`config.mk`:
```
export PLATFORM = sky130hd
export DESIGN_NAME = tfcg_front
export DESIGN_NICKNAME = d
export VERILOG_FILES = /design/src/hw/rtl/assert_macros.svh /design/src/hw/rtl/tfcg_pkg.sv /design/src/hw/rtl/tfcg_front.sv
export SDC_FILE = /design/constraint.sdc
export NUM_CORES = 2
export LEC_CHECK = 0
export CORE_UTILIZATION = 30
export CTS_BUF_LIST = sky130_fd_sc_hd__clkbuf_8
export DETAILED_ROUTE_END_ITERATION = 10
export DONT_BUFFER_PORTS = 1
export SYNTH_ARGS = -nofsm -noshare
export SYNTH_HDL_FRONTEND = slang
export SYNTH_SLANG_ARGS = --single-unit
```
`constraint.sdc`:
```
create_clock -name clk_i -period 13.3 [get_ports clk_i]
set_clock_uncertainty 0.1 [all_clocks]
set_input_delay 3.99 -clock clk_i [delete_from_list [all_inputs] [get_ports clk_i]]
set_output_delay 3.99 -clock clk_i [all_outputs]
set_load 0.005 [all_outputs]
```
`src/hw/rtl/assert_macros.svh`:
```
// assertion helpers shared by the rtl
`ifndef ASSERT_MACROS_SVH
`define ASSERT_MACROS_SVH

// property must hold at every clock edge outside reset
`define ASSERT_PROP(label, clk, rst_n, prop, msg) \
  label: assert property (@(posedge clk) disable iff (!rst_n) prop) \
    else $error(msg);

// condition must never be seen outside reset
`define ASSERT_NEVER(label, clk, rst_n, cond, msg) \
  label: assert property (@(posedge clk) disable iff (!rst_n) !(cond)) \
    else $error(msg);

`endif

```
`src/hw/rtl/tfcg_pkg.sv`:
```
package tfcg_pkg;

  // threshold registers are fixed width
  localparam int THR_BITS = 18;
  typedef logic [THR_BITS-1:0] thr_t;

  // configuration port
  localparam int CFG_IDX_W  = 3;
  localparam int CFG_DATA_W = 32;

  localparam logic [CFG_IDX_W-1:0] CFG_FLOOR    = 3'd0;
  localparam logic [CFG_IDX_W-1:0] CFG_CEILING  = 3'd1;
  localparam logic [CFG_IDX_W-1:0] CFG_NORMAL   = 3'd2;
  localparam logic [CFG_IDX_W-1:0] CFG_TOLERATE = 3'd3;
  localparam logic [CFG_IDX_W-1:0] CFG_CRITICAL = 3'd4;

  // reset values
  localparam int unsigned FLOOR_RST   = 800000;
  localparam int unsigned CEILING_RST = 3000000;
  localparam thr_t        NORMAL_RST   = 18'd50000;
  localparam thr_t        TOLERATE_RST = 18'd70000;
  localparam thr_t        CRITICAL_RST = 18'd90000;

  typedef enum logic [2:0] {
    ZONE_PS   = 3'd0,
    ZONE_HOT  = 3'd1,
    ZONE_WARM = 3'd2,
    ZONE_COOL = 3'd3,
    ZONE_NEG  = 3'd4
  } zone_e;

  // control that travels with each item down the pipe
  typedef struct packed {
    logic  valid;
    zone_e zone;
    logic  zden;   // zero step denominator, step is the full range
    logic  qneg;   // quotient sign
  } tag_t;

endpackage

```
`src/hw/rtl/tfcg_front.sv`:
```
module tfcg_front #(
  parameter int FREQ_BITS = 24,
  parameter int TEMP_BITS = 19,
  parameter int DIFF_W    = 20,
  parameter int NUM_W     = 43,
  parameter int DEN_W     = 22
) (
  input  logic                        clk_i,
  input  logic                        rst_ni,
  input  logic                        adv_i,
  input  logic                        in_valid_i,
  input  logic signed [TEMP_BITS-1:0] temp_i,
  input  logic [FREQ_BITS-1:0]        cur_i,
  input  logic                        ps_i,
  input  logic [FREQ_BITS-1:0]        floor_i,
  input  logic [FREQ_BITS-1:0]        ceil_i,
  input  tfcg_pkg::thr_t              normal_i,
  input  tfcg_pkg::thr_t              tol_i,
  input  tfcg_pkg::thr_t              crit_i,
  output tfcg_pkg::tag_t              tag_o,
  output logic [FREQ_BITS-1:0]        cur_o,
  output logic [NUM_W-1:0]            num_o,
  output logic [DEN_W-1:0]            den_o
);

  localparam int SPAN_W = tfcg_pkg::THR_BITS + 1;
  localparam int RNG_W  = FREQ_BITS + 1;
  localparam int MAG_W  = DIFF_W - 1;

  // stage 1: zone decode and distance above the threshold
  logic signed [DIFF_W-1:0] t_ext, dtol, dnrm, diff_d;
  logic signed [SPAN_W-1:0] span_hot, span_warm, span_d;
  tfcg_pkg::zone_e          zone_d;

  assign t_ext     = DIFF_W'(temp_i);
  assign dtol      = t_ext - $signed(DIFF_W'(tol_i));
  assign dnrm      = t_ext - $signed(DIFF_W'(normal_i));
  assign span_hot  = $signed(SPAN_W'(crit_i)) - $signed(SPAN_W'(tol_i));
  assign span_warm = $signed(SPAN_W'(tol_i)) - $signed(SPAN_W'(normal_i));

  always_comb begin
    diff_d = '0;
    span_d = '0;
    if (ps_i) begin
      zone_d = tfcg_pkg::ZONE_PS;
    end else if (!dtol[DIFF_W-1]) begin
      zone_d = tfcg_pkg::ZONE_HOT;
      diff_d = dtol;
      span_d = span_hot;
    end else if (!dnrm[DIFF_W-1]) begin
      zone_d = tfcg_pkg::ZONE_WARM;
      diff_d = dnrm;
      span_d = span_warm;
    end else if (!temp_i[TEMP_BITS-1]) begin
      zone_d = tfcg_pkg::ZONE_COOL;
    end else begin
      zone_d = tfcg_pkg::ZONE_NEG;
    end
  end

  tfcg_pkg::tag_t           tag1_q, tag2_q, tag3_q;
  logic [FREQ_BITS-1:0]     cur1_q, cur2_q, cur3_q;
  logic signed [DIFF_W-1:0] diff1_q;
  logic signed [SPAN_W-1:0] span1_q;

  // stage 2: magnitudes and sign of the quotient
  logic signed [RNG_W-1:0]       range;
  logic                          dneg, sneg, rneg;
  logic [MAG_W-1:0]              dmag_d, dmag2_q;
  logic [tfcg_pkg::THR_BITS-1:0] smag_d, smag2_q;
  logic [FREQ_BITS-1:0]          rmag_d, rmag2_q;
  logic signed [DIFF_W-1:0]      diff_neg;
  logic signed [SPAN_W-1:0]      span_neg;
  logic signed [RNG_W-1:0]       range_neg;

  assign range     = $signed({1'b0, ceil_i}) - $signed({1'b0, floor_i});
  assign dneg      = diff1_q[DIFF_W-1];
  assign sneg      = span1_q[SPAN_W-1];
  assign rneg      = range[RNG_W-1];
  assign diff_neg  = -diff1_q;
  assign span_neg  = -span1_q;
  assign range_neg = -range;
  assign dmag_d    = dneg ? diff_neg[MAG_W-1:0] : diff1_q[MAG_W-1:0];
  assign smag_d    = sneg ? span_neg[tfcg_pkg::THR_BITS-1:0]
                          : span1_q[tfcg_pkg::THR_BITS-1:0];
  assign rmag_d    = rneg ? range_neg[FREQ_BITS-1:0] : range[FREQ_BITS-1:0];

  // stage 3: product and ten times the span
  logic [NUM_W-1:0] num_d, num3_q;
  logic [DEN_W-1:0] den_d, den3_q;

  assign num_d = NUM_W'(rmag2_q) * NUM_W'(dmag2_q);
  assign den_d = DEN_W'({smag2_q, 3'b000}) + DEN_W'({smag2_q, 1'b0});

  always_ff @(posedge clk_i or negedge rst_ni) begin
    if (!rst_ni) begin
      tag1_q <= '0;
      tag2_q <= '0;
      tag3_q <= '0;
    end else if (adv_i) begin
      tag1_q.valid <= in_valid_i;
      tag1_q.zone  <= zone_d;
      tag1_q.zden  <= 1'b0;
      tag1_q.qneg  <= 1'b0;
      tag2_q.valid <= tag1_q.valid;
      tag2_q.zone  <= tag1_q.zone;
      tag2_q.zden  <= (span1_q == '0);
      tag2_q.qneg  <= dneg ^ sneg ^ rneg;
      tag3_q       <= tag2_q;
    end
  end

  always_ff @(posedge clk_i) begin
    if (adv_i) begin
      cur1_q  <= cur_i;
      diff1_q <= diff_d;
      span1_q <= span_d;
      cur2_q  <= cur1_q;
      dmag2_q <= dmag_d;
      smag2_q <= smag_d;
      rmag2_q <= rmag_d;
      cur3_q  <= cur2_q;
      num3_q  <= num_d;
      den3_q  <= den_d;
    end
  end

  assign tag_o = tag3_q;
  assign cur_o = cur3_q;
  assign num_o = num3_q;
  assign den_o = den3_q;

endmodule

```
==> metrics <==
outcome finished clean; Setup TNS 0 ns; Hold-fix buffers, CTS 0; max-slew violations 0; Placement Setup Slack 4.87 ns; worst relative slew slack a little over a quarter; Starting Density a little under a third; Final ANT Viol Nets 0; maxcap violations 0; hpwl dp 53500 um; CTS sink cnt 251; fraction of registers with async set/reset 6.37%; crit share post-route 59.8%; Crit-path slowest cell edfxtp_1; post-cts gate resize count 0; Iter 0 DRT Violations 1071; Placer Congestion approximately 0.86; Worst EP arrival 8.27 ns; crit path cell chain and2_1 > fa_1 > fa_1 > inv_1 > fa_1 > inv_1 > fa_1 > inv_1 > fa_1 > inv_1 > fa_1 > ha_1 > and3_1 > a221o_1 > a221oi_1 > nand3_1 > a31oi_2 > o311ai_1 > a41oi_1 > o21ai_0 > a21oi_1 > xnor2_1; WP buf/inv 4; syn nets 3691; CTS Buffer Depth 3; antenna violations before repair 3; #FFs+latches synth 251; GRT Util Overall 14.6%; Netlist cell types 76; fmax roughly 130 MHz; cell type with the largest total area after synthesis fa_1; vias in the first global route 20500; fin nets around 3700; die area approximately 97000 sq um; clk slew on worst S/H paths 0.06 ns; Cell Area, Synth between 20000 and 30000 sq um; Die H 312 um; Clock Latency Late Sink 0.69 ns; core area 95000 sq um; Die X between 300 and 400 um; Pre-antenna DRT Iters 5; DR vias/cell 4.70; Slew @ Worst Pin 1.10 ns; H-tree levels 2; CTS tree done; residual DRC count 0; largest net degree at the start of global routing 255; number of cell rows 113; RSZ-0062 raised after global routing no; fin crit period 7.95 ns; root buf cell clkbuf_8; DR WL/cell 16.7 um; Non-Filler Instances about 4200; CP endpoint kind register; Most used DFF post-synth edfxtp_1; Area growth syn-to-layout 8.21%; DP Cell Count 4107; via count 19700; YS warnings 0; Total Wirelength 70100 um; Setup Crit Path Kind register to register; Synth Instances 2917; Final WS setup 5.35 ns; buffers inserted by post-CTS timing repair 0; GRT overflow 0; I/O pins 245; CP Data Required Time 13.62 ns; syn_area_per_cell 9.88 sq um; Port Buf Inserts 0; area share of the largest cell type after synthesis 26.3%; synth top area cells fa_1 26%, edfxtp_1 24%, ha_1 11%; worst-path maximum fanout 19; final hold violation count 0; crit-path most repeated cell fa_1; HP Class register to register; Largest stage delay, worst path roughly 0.94 ns; Seq/Total Area, Yosys about a quarter; CTS buffer count 48; Post-synth EDFFs 235; CP startpoint kind register; CP top delay family adder cells; setup violators final 0; first-pass GRT wire length 113000 um; share of cells above drive strength 1 roughly 4%
[per-layer routing]
metal  share of wire [%]  global-route usage [%]  wire, um
met5               0.049                       0        34
met2                  48                    24.9     33800
met3                 6.5                    3.11      4550
met1                  43                    18.9     30500
met4                 1.8                    3.39      1280
[cells in the mapped netlist (4+ instances only)]
cell	count
a21oi_1	106
a221oi_1	6
and2_1	240
xnor2_1	108
nand3_1	28
or2_2	6
or3_1	16
clkbuf_1	93
nand4_1	4
edfxtp_1	235
o22ai_1	8
mux2_2	13
o31ai_1	12
inv_1	560
o41ai_1	5
ha_1	245
nand2b_1	14
dfrtp_1	16
nor2b_1	26
a2111oi_0	6
or4_1	5
nor2_1	119
fa_1	379
a211oi_1	10
a31oi_1	33
a21boi_0	5
o21ai_0	78
and3_1	12
o21a_1	30
nand2_1	283
nor3_1	36
o211ai_1	5
xor2_1	42
o31a_1	5
a21o_1	43
o21bai_1	15
a41oi_1	8
a221o_1	6
[flip-flops by register name, summed over array words and instances, names as in the netlist]
signal and flops:
den_o 21, rmag2_q 24, num_o 43, cur1_q 24
smag2_q 18, tag1_q 4, span1_q 19, tag_o 6
dmag2_q 19, cur2_q 24, cur_o 24, tag2_q 6
diff1_q 19
[cells in the final DEF, fill, tap and decap left out, types with 5 or more instances in the layout]
master     count
o21ai_0       78
a211oi_1      10
a221oi_1       6
o21a_1        30
or4_1          5
o41ai_1        5
clkbuf_8      48
a21oi_1      106
and3_1        12
a21boi_0       5
nor2b_1       26
nor2_1       119
edfxtp_1     235
dfrtp_1       16
a21o_1        43
mux2_2        13
or3_1         16
xnor2_1      108
fa_1         379
a31oi_1       33
o211ai_1       5
ha_1         245
o31a_1         5
o31ai_1       12
clkinv_2       9
nor3_1        36
xor2_1        42
o21bai_1      15
a221o_1        6
a2111oi_0      6
nand3_1       28
nand2b_1      14
nand2_1      283
a41oi_1        8
o22ai_1        8
and2_1       240
or2_2          6
clkinv_1       7
inv_1        572
buf_4         20
[through the flow]
| stage | hold WS [ns] | instance area [sq um] | util [%] |
|---|---|---|---|
| final | 0.317 | 31200 | 32.8 |
| after detailed placement | 0.305 | 30200 | 31.8 |
| after floorplan | 0.300 | 28800 | - |
| after CTS | 0.318 | 31200 | 32.8 |
| after global placement | 0.300 | 30200 | 31.8 |
| after global routing | 0.321 | 31200 | 32.8 |
[worst paths after layout]
| kind | start | to | slack [ns] | depth (start not counted) |
|---|---|---|---|---|
| worst max-delay path | rmag2_q[9] | num_o[42] | 5.35 | 22 |
| worst min register to register | cur2_q[20] | cur_o[20] | 0.32 | 0 |
| max in group asynchronous | rst_ni | tag2_q[2] | 10.13 | 0 |
| worst max register to register | rmag2_q[9] | num_o[42] | 5.35 | 22 |
| min in group asynchronous | rst_ni | tag_o[4] | 2.90 | 0 |
| worst min-delay path | cur2_q[20] | cur_o[20] | 0.32 | 0 |
[cell type report]
class                   instances  area, sq um
clock buffers                  48          661
repair buffers                 20          150
clock inverters                38          313
diodes                          1         2.50
well taps                    1265         1580
inverters                     560         2100
fillers                      9830        63800
flip-flops and latches        251         7460
multi-input cells            2011        18900
[kinds of logic (layout without fill, tap and decap cells)]
| kind of cell | after synthesis | after routing | synth area share [%] |
|---|---|---|---|
| adders and majority gates | 624 | 624 | 37.0 |
| DFF | 251 | 251 | 25.9 |
| and+or+nand+nor | 804 | 804 | 13.8 |
| AOI/OAI and AO/OA | 418 | 418 | 9.66 |
| muxes | 14 | 14 | 0.543 |
| xor gates and xnor gates | 150 | 150 | 4.56 |
| other | 1 | 2 | 0.0130 |
| buffers and inverters | 655 | 666 | 8.55 |
Power is left out: the tool's default activity adds up to more than one toggle a clock period on the data nets, which glitch-free logic cannot reach.
