--- src/hw/rtl/assert_macros.svh ---
// assertion helpers shared by the rtl
`ifndef ASSERT_MACROS_SVH
`define ASSERT_MACROS_SVH

// property must hold at every clock edge outside reset
`define ASSERT_PROP(label, clk, rst_n, prop, msg) \
  label: assert property (@(posedge clk) disable iff (!rst_n) prop) \
    else $error(msg);

// condition must never be seen outside reset
`define ASSERT_NEVER(label, clk, rst_n, cond, msg) \
  label: assert property (@(posedge clk) disable iff (!rst_n) !(cond)) \
    else $error(msg);

`endif

--- src/hw/rtl/tfcg_pkg.sv ---
package tfcg_pkg;

  // threshold registers are fixed width
  localparam int THR_BITS = 18;
  typedef logic [THR_BITS-1:0] thr_t;

  // configuration port
  localparam int CFG_IDX_W  = 3;
  localparam int CFG_DATA_W = 32;

  localparam logic [CFG_IDX_W-1:0] CFG_FLOOR    = 3'd0;
  localparam logic [CFG_IDX_W-1:0] CFG_CEILING  = 3'd1;
  localparam logic [CFG_IDX_W-1:0] CFG_NORMAL   = 3'd2;
  localparam logic [CFG_IDX_W-1:0] CFG_TOLERATE = 3'd3;
  localparam logic [CFG_IDX_W-1:0] CFG_CRITICAL = 3'd4;

  // reset values
  localparam int unsigned FLOOR_RST   = 800000;
  localparam int unsigned CEILING_RST = 3000000;
  localparam thr_t        NORMAL_RST   = 18'd50000;
  localparam thr_t        TOLERATE_RST = 18'd70000;
  localparam thr_t        CRITICAL_RST = 18'd90000;

  typedef enum logic [2:0] {
    ZONE_PS   = 3'd0,
    ZONE_HOT  = 3'd1,
    ZONE_WARM = 3'd2,
    ZONE_COOL = 3'd3,
    ZONE_NEG  = 3'd4
  } zone_e;

  // control that travels with each item down the pipe
  typedef struct packed {
    logic  valid;
    zone_e zone;
    logic  zden;   // zero step denominator, step is the full range
    logic  qneg;   // quotient sign
  } tag_t;

endpackage

--- src/hw/rtl/tfcg_div_cell.sv ---
`include "assert_macros.svh"

module tfcg_div_cell #(
  parameter int FREQ_BITS = 24,
  parameter int NUM_W     = 43,
  parameter int DEN_W     = 22
) (
  input  logic                 clk_i,
  input  logic                 rst_ni,
  input  logic                 adv_i,
  input  tfcg_pkg::tag_t       tag_i,
  input  logic [FREQ_BITS-1:0] cur_i,
  input  logic [DEN_W-1:0]     rem_i,
  input  logic [NUM_W-1:0]     nq_i,
  input  logic [DEN_W-1:0]     den_i,
  output tfcg_pkg::tag_t       tag_o,
  output logic [FREQ_BITS-1:0] cur_o,
  output logic [DEN_W-1:0]     rem_o,
  output logic [NUM_W-1:0]     nq_o,
  output logic [DEN_W-1:0]     den_o
);

  // one restoring step: numerator bits shift out the top, quotient bits in
  logic [DEN_W:0]   r2, sub;
  logic             ge;
  logic [DEN_W-1:0] rem_d;
  logic [NUM_W-1:0] nq_d;

  assign r2    = {rem_i, nq_i[NUM_W-1]};
  assign sub   = r2 - {1'b0, den_i};
  assign ge    = (r2 >= {1'b0, den_i});
  assign rem_d = ge ? sub[DEN_W-1:0] : r2[DEN_W-1:0];
  assign nq_d  = {nq_i[NUM_W-2:0], ge};

  tfcg_pkg::tag_t       tag_q;
  logic [FREQ_BITS-1:0] cur_q;
  logic [DEN_W-1:0]     rem_q, den_q;
  logic [NUM_W-1:0]     nq_q;

  always_ff @(posedge clk_i or negedge rst_ni) begin
    if (!rst_ni) begin
      tag_q <= '0;
    end else if (adv_i) begin
      tag_q <= tag_i;
    end
  end

  always_ff @(posedge clk_i) begin
    if (adv_i) begin
      cur_q <= cur_i;
      rem_q <= rem_d;
      nq_q  <= nq_d;
      den_q <= den_i;
    end
  end

  assign tag_o = tag_q;
  assign cur_o = cur_q;
  assign rem_o = rem_q;
  assign nq_o  = nq_q;
  assign den_o = den_q;

  `ASSERT_NEVER(a_rem_below_den, clk_i, rst_ni, tag_q.valid && den_q != '0 && rem_q >= den_q, "partial remainder not below divisor")

endmodule

--- config.mk ---
export PLATFORM = sky130hd
export DESIGN_NAME = tfcg_div_cell
export DESIGN_NICKNAME = d
export VERILOG_FILES = /design/src/hw/rtl/tfcg_pkg.sv /design/src/hw/rtl/tfcg_div_cell.sv
export VERILOG_INCLUDE_DIRS = /design/src /design/src/hw/rtl
export SDC_FILE = /design/constraint.sdc
export NUM_CORES = 1
export LEC_CHECK = 0
export ABC_AREA = 0
export BUFFER_PORTS_ARGS = -buffer_cell sky130_fd_sc_hd__buf_2
export CAP_MARGIN = 20
export CORE_MARGIN = 1
export CORE_UTILIZATION = 43
export CTS_CLUSTER_DIAMETER = 80
export DETAILED_ROUTE_END_ITERATION = 10
export PLACE_DENSITY = 0.87
export SETUP_SLACK_MARGIN = 0.02
export SLEW_MARGIN = 30
export SYNTH_ARGS = -nofsm -noshare
export SYNTH_HDL_FRONTEND = slang
export SYNTH_SLANG_ARGS = --single-unit
--- constraint.sdc ---
create_clock -name clk_i -period 0.8 [get_ports clk_i]
set_input_delay 0.16 -clock clk_i [delete_from_list [all_inputs] [get_ports clk_i]]
set_output_delay 0.16 -clock clk_i [all_outputs]
set_load 0.02 [all_outputs]
==> impl_results.html <==
<table>
<tr><th>Metric</th><th>Value</th></tr>
<tr><th colspan="2">Critical path</th></tr>
<tr><td>Maximum fanout along the worst path</td><td>6</td></tr>
<tr><td>Type of destination of the critical path</td><td>flip-flop</td></tr>
<tr><td>Critical path start-end classification</td><td>primary input to flip-flop</td></tr>
<tr><td>Endpoint arrival time on the critical path</td><td>2390 ps</td></tr>
<tr><td>Data required time at the worst endpoint</td><td>970 ps</td></tr>
<tr><td>Critical Path Source Type</td><td>primary input</td></tr>
<tr><th colspan="2">Power</th></tr>
<tr><td>Switching fraction of total power</td><td>between 20 and 30%</td></tr>
<tr><td>Switching power summed over all nets</td><td>between 0.006 and 0.007 W</td></tr>
<tr><td>Portion of total power attributed to sequential cells</td><td>34.3%</td></tr>
<tr><td>Int Pwr</td><td>~0.016 W</td></tr>
<tr><td>Clock share of power</td><td>between 40% and 50%</td></tr>
<tr><td>Total power after layout</td><td>approximately 0.023 W</td></tr>
<tr><td>Logic pwr share</td><td>around 25%</td></tr>
<tr><td>Static Leakage</td><td>4.403 nW</td></tr>
<tr><td>Power density relative to cell area</td><td>about 2300 nW/um^2</td></tr>
<tr><td>Worst supply voltage drop on vdd</td><td>0.001452 V</td></tr>
<tr><th colspan="2">Global routing</th></tr>
<tr><td>Global-route wire length before repair</td><td>between 30000 and 40000 um</td></tr>
<tr><td>Global-route total usage across every layer</td><td>between 30 and 40%</td></tr>
<tr><td>Vias in the first global route</td><td>5634</td></tr>
<tr><td>Total congestion overflow</td><td>0</td></tr>
<tr><td>Antenna violations before repair</td><td>3</td></tr>
<tr><td>Maximum number of pins on one net before global-route repair</td><td>58</td></tr>
<tr><th colspan="2">Die</th></tr>
<tr><td>Standard-cell row count</td><td>40</td></tr>
<tr><td>Die Wd</td><td>113.1 um</td></tr>
<tr><td>Area enclosed by the die boundary</td><td>12780 um^2</td></tr>
<tr><td>Core Box Area</td><td>roughly 12000 um^2</td></tr>
<tr><td>Ports placed on the boundary</td><td>approximately 240</td></tr>
<tr><td>Die height</td><td>around 110 um</td></tr>
<tr><td>Initial Util</td><td>between 40% and 50%</td></tr>
<tr><th colspan="2">Timing</th></tr>
<tr><td>Tightest Pin Transition</td><td>545.8 ps</td></tr>
<tr><td>Share of the clock period used by the worst path after layout</td><td>277.8%</td></tr>
<tr><td>FMAX</td><td>450.0 MHz</td></tr>
<tr><td>Final hold violation count</td><td>0</td></tr>
<tr><td>Total count of max-transition violations in the final report</td><td>0</td></tr>
<tr><td>Worst setup margin</td><td>-1422 ps</td></tr>
<tr><td>Worst slack on hold paths</td><td>8.047 ps</td></tr>
<tr><td>Final critical-path required period</td><td>approximately 2200 ps</td></tr>
<tr><td>Worst rel slew slack</td><td>between 60% and 70%</td></tr>
<tr><td>Unrepaired setup endpoints after global routing</td><td>yes</td></tr>
<tr><td>Number of endpoints failing setup at the final stage</td><td>about 150</td></tr>
<tr><td>Setup clock skew after layout</td><td>0 ps</td></tr>
<tr><th colspan="2">Logic synthesis</th></tr>
<tr><td>Seq cells post-synth</td><td>117</td></tr>
<tr><td>Async set-reset flop share out of synthesis</td><td>between 5 and 6%</td></tr>
<tr><td>Syn Area/Cell</td><td>about 14 um^2</td></tr>
<tr><td>Number of warning messages in the yosys log</td><td>0</td></tr>
<tr><td>Number of library cell types mapped by synthesis</td><td>between 50 and 60</td></tr>
<tr><td>Post-synthesis instance area</td><td>between 5000 and 6000 um^2</td></tr>
<tr><td>Most used flip-flop cell after synthesis</td><td>edfxtp_1</td></tr>
<tr><td>Sequential-to-total area share from yosys stat</td><td>between 60 and 70%</td></tr>
<tr><td>Cells after synthesis</td><td>370</td></tr>
<tr><td>Synthesized Nets</td><td>between 500 and 600</td></tr>
<tr><td>Number of synthesized flops with an enable pin</td><td>111</td></tr>
<tr><th colspan="2">Place</th></tr>
<tr><td>Weighted congestion at the end of routability-driven global placement</td><td>around 0.83</td></tr>
<tr><td>Placed wire-length estimate</td><td>around 12000 um</td></tr>
<tr><td>Worst slack after detailed placement</td><td>-1912 ps</td></tr>
<tr><td>Inst Count DP</td><td>roughly 830</td></tr>
<tr><td>Count of input and output buffers</td><td>236</td></tr>
<tr><th colspan="2">CTS</th></tr>
<tr><td>Clock transition at the registers of the reported paths</td><td>approximately 60 ps</td></tr>
<tr><td>Maximum number of buffers from clock root to sink</td><td>2</td></tr>
<tr><td>Number of levels the H-tree was split into</td><td>4</td></tr>
<tr><td>TritonCTS clock tree</td><td>done</td></tr>
<tr><td>Clock insertion delay at the later pin of the skew report</td><td>420 ps</td></tr>
<tr><td>Root buffer cell</td><td>clkbuf_16</td></tr>
<tr><td>Sink Count</td><td>around 120</td></tr>
<tr><td>CTS Buf Count</td><td>17</td></tr>
<tr><th colspan="2">Flow run</th></tr>
<tr><td>Number of max-capacitance violations reported</td><td>0</td></tr>
<tr><th colspan="2">Detailed routing</th></tr>
<tr><td>Total wirelength of the detailed-routed design</td><td>around 26000 um</td></tr>
<tr><td>Number of iterations in the first detailed-routing pass</td><td>6</td></tr>
<tr><td>Via count</td><td>about 5700</td></tr>
<tr><td>Via density per instance</td><td>5.920</td></tr>
<tr><td>Violation count after the first detailed-routing iteration</td><td>about 750</td></tr>
<tr><td>Wire length per cell</td><td>27.18 um</td></tr>
<tr><td>Detail Route Antenna Nets</td><td>0</td></tr>
<tr><td>DRC</td><td>0</td></tr>
<tr><th colspan="2">Run status</th></tr>
<tr><td>Violated checks</td><td>setup timing</td></tr>
<tr><td>Outcome</td><td>complete, but fails checks</td></tr>
<tr><th colspan="2">Final layout</th></tr>
<tr><td>Area growth from synthesis to layout</td><td>87.40%</td></tr>
<tr><td>Final Net Count</td><td>about 940</td></tr>
<tr><td>Fin util</td><td>82.75%</td></tr>
<tr><td>Fraction of final layout cells with drive strength greater than 1</td><td>52.03%</td></tr>
<tr><td>Fill cell instance count of the final layout</td><td>roughly 530</td></tr>
<tr><td>FF/Latch Area</td><td>roughly 3500 um^2</td></tr>
<tr><td>Commonest non-fill, non-tap cells in the layout</td><td>buf_2, buf_6, edfxtp_1, dlygate4sd3_1, buf_4</td></tr>
<tr><td>Post-route insts no fill</td><td>962</td></tr>
<tr><td>Most frequent standard cell in the layout excluding fill and tap cells</td><td>buf_2</td></tr>
<tr><td>Multi-input gate area in the final layout</td><td>roughly 1800 um^2</td></tr>
<tr><th colspan="2">Min path</th></tr>
<tr><td>Worst hold path class</td><td>primary input to flip-flop</td></tr>
</table>
## final timing paths
check	from	to	slack (ps)	depth (start not counted)
worst max-delay path	den_i[4]	rem_o[4]	-1420	10
worst min register to register	tag_o[3]	tag_o[3]	570	1
worst max register to register	tag_o[0]	tag_o[0]	-60	1
min in group asynchronous	rst_ni	tag_o[1]	160	2
max in group asynchronous	rst_ni	tag_o[3]	450	2
worst min-delay path	den_i[11]	den_o[11]	8	2
## routing by layer
metal	wire (um)	GRT usage [%]	up-vias	share of wire (%)
met5	0	0	-	0
met1	8759	37.41	2716	34
li1	-	-	2260	-
met2	12560	63.03	557	48
met4	1969	20.09	0	7.5
met3	2855	12.75	162	11
## cell families (layout without fill, tap and decap cells)
| logic type | after synthesis | count (layout) | synth area share [%] |
|---|---|---|---|
| AOI/OAI and AO/OA | 72 | 72 | 8.776 |
| xor gates and xnor gates | 15 | 15 | 2.477 |
| adders and majority gates | 23 | 23 | 5.567 |
| buffers and inverters | 43 | 484 | 3.421 |
| DFF | 117 | 117 | 65.68 |
| muxes | 29 | 29 | 7.313 |
| other | 0 | 4 | 0 |
| and+or+nand+nor | 71 | 71 | 6.771 |
## registers in the layout (all words and copies together), names as in the netlist
signal	cells
tag_o	6
rem_o	22
den_o	22
cur_o	24
nq_o	43
## critical path: stages
cell and delay, ps:
buf_2 110, inv_1 80, ha_1 330, or2_0 210
a31oi_1 140, a211o_1 350, a2111oi_4 390, nor2_4 130
buf_6 170, mux2_4 320
## repair_timing
action | 4_1_cts | 5_1_grt
hold buffers | 92 | 0
endpoints found under the setup margin | 143 | 146
endpoints found under the hold margin | 97 | 0
resized for setup | 138 | 118
pin swaps | 7 | 1
gates cloned | 0 | 0
buffers inserted | 5 | 1
## through the flow
step           instance area, um^2  setup TNS [ps]
3_3_place_gp                  7450          -53430
2_1_floorplan                 5499          -37230
5_1_grt                       9940          -73440
4_1_cts                       9547          -65380
6_report                      9940          -71960
3_5_place_dp                  7450          -55030
## power by group through the flow
stage	clock [W]	sequential, W	combinational [W]
3_5_place_dp	0	0.00769	0.00406
5_1_grt	0.00957	0.00785	0.00582
2_1_floorplan	0	0.00846	0.00145
6_report	0.00933	0.00783	0.00566
4_1_cts	0.00889	0.00766	0.00490
3_3_place_gp	0	0.00768	0.00394
## cell usage after synthesis (2+ instances only)
cell type / number / share of area [%]
xnor2_1: 7 / 1.2
a21o_1: 5 / 0.71
a31oi_1: 2 / 0.24
o311ai_0: 2 / 0.33
buf_6: 2 / 0.42
nor3_1: 7 / 0.66
ha_1: 22 / 5.2
nor2b_1: 3 / 0.35
inv_1: 29 / 2.1
nor3b_1: 2 / 0.28
o31a_1: 2 / 0.33
nand4_1: 6 / 0.71
edfxtp_1: 111 / 63
mux2_1: 3 / 0.64
nand3_1: 3 / 0.28
nand2_1: 23 / 1.6
buf_2: 4 / 0.38
o21a_1: 2 / 0.28
a211oi_1: 3 / 0.42
nor2_1: 12 / 0.85
xor2_1: 8 / 1.3
o211ai_1: 2 / 0.28
clkbuf_1: 7 / 0.50
o21ai_0: 10 / 0.94
nor4_1: 2 / 0.24
mux2_4: 17 / 4.8
mux2_2: 7 / 1.5
o22ai_1: 3 / 0.35
or3_1: 3 / 0.35
o21ai_1: 5 / 0.47
and4_1: 3 / 0.50
dfrtp_1: 6 / 2.8
mux2i_1: 2 / 0.38
a21oi_1: 26 / 2.5
## final cells by class
class	count	share of cell area, %
Timing Repair Buffer	422	36.12
Inverter	30	1.460
Antenna cell	4	0.1007
Clock inverter	13	2.530
Tap cell	147	1.850
Multi-Input combinational cell	210	18.47
Sequential cell	117	35.12
Clock buffer	19	4.355
Note: power is estimated with default switching activity, not from simulation.
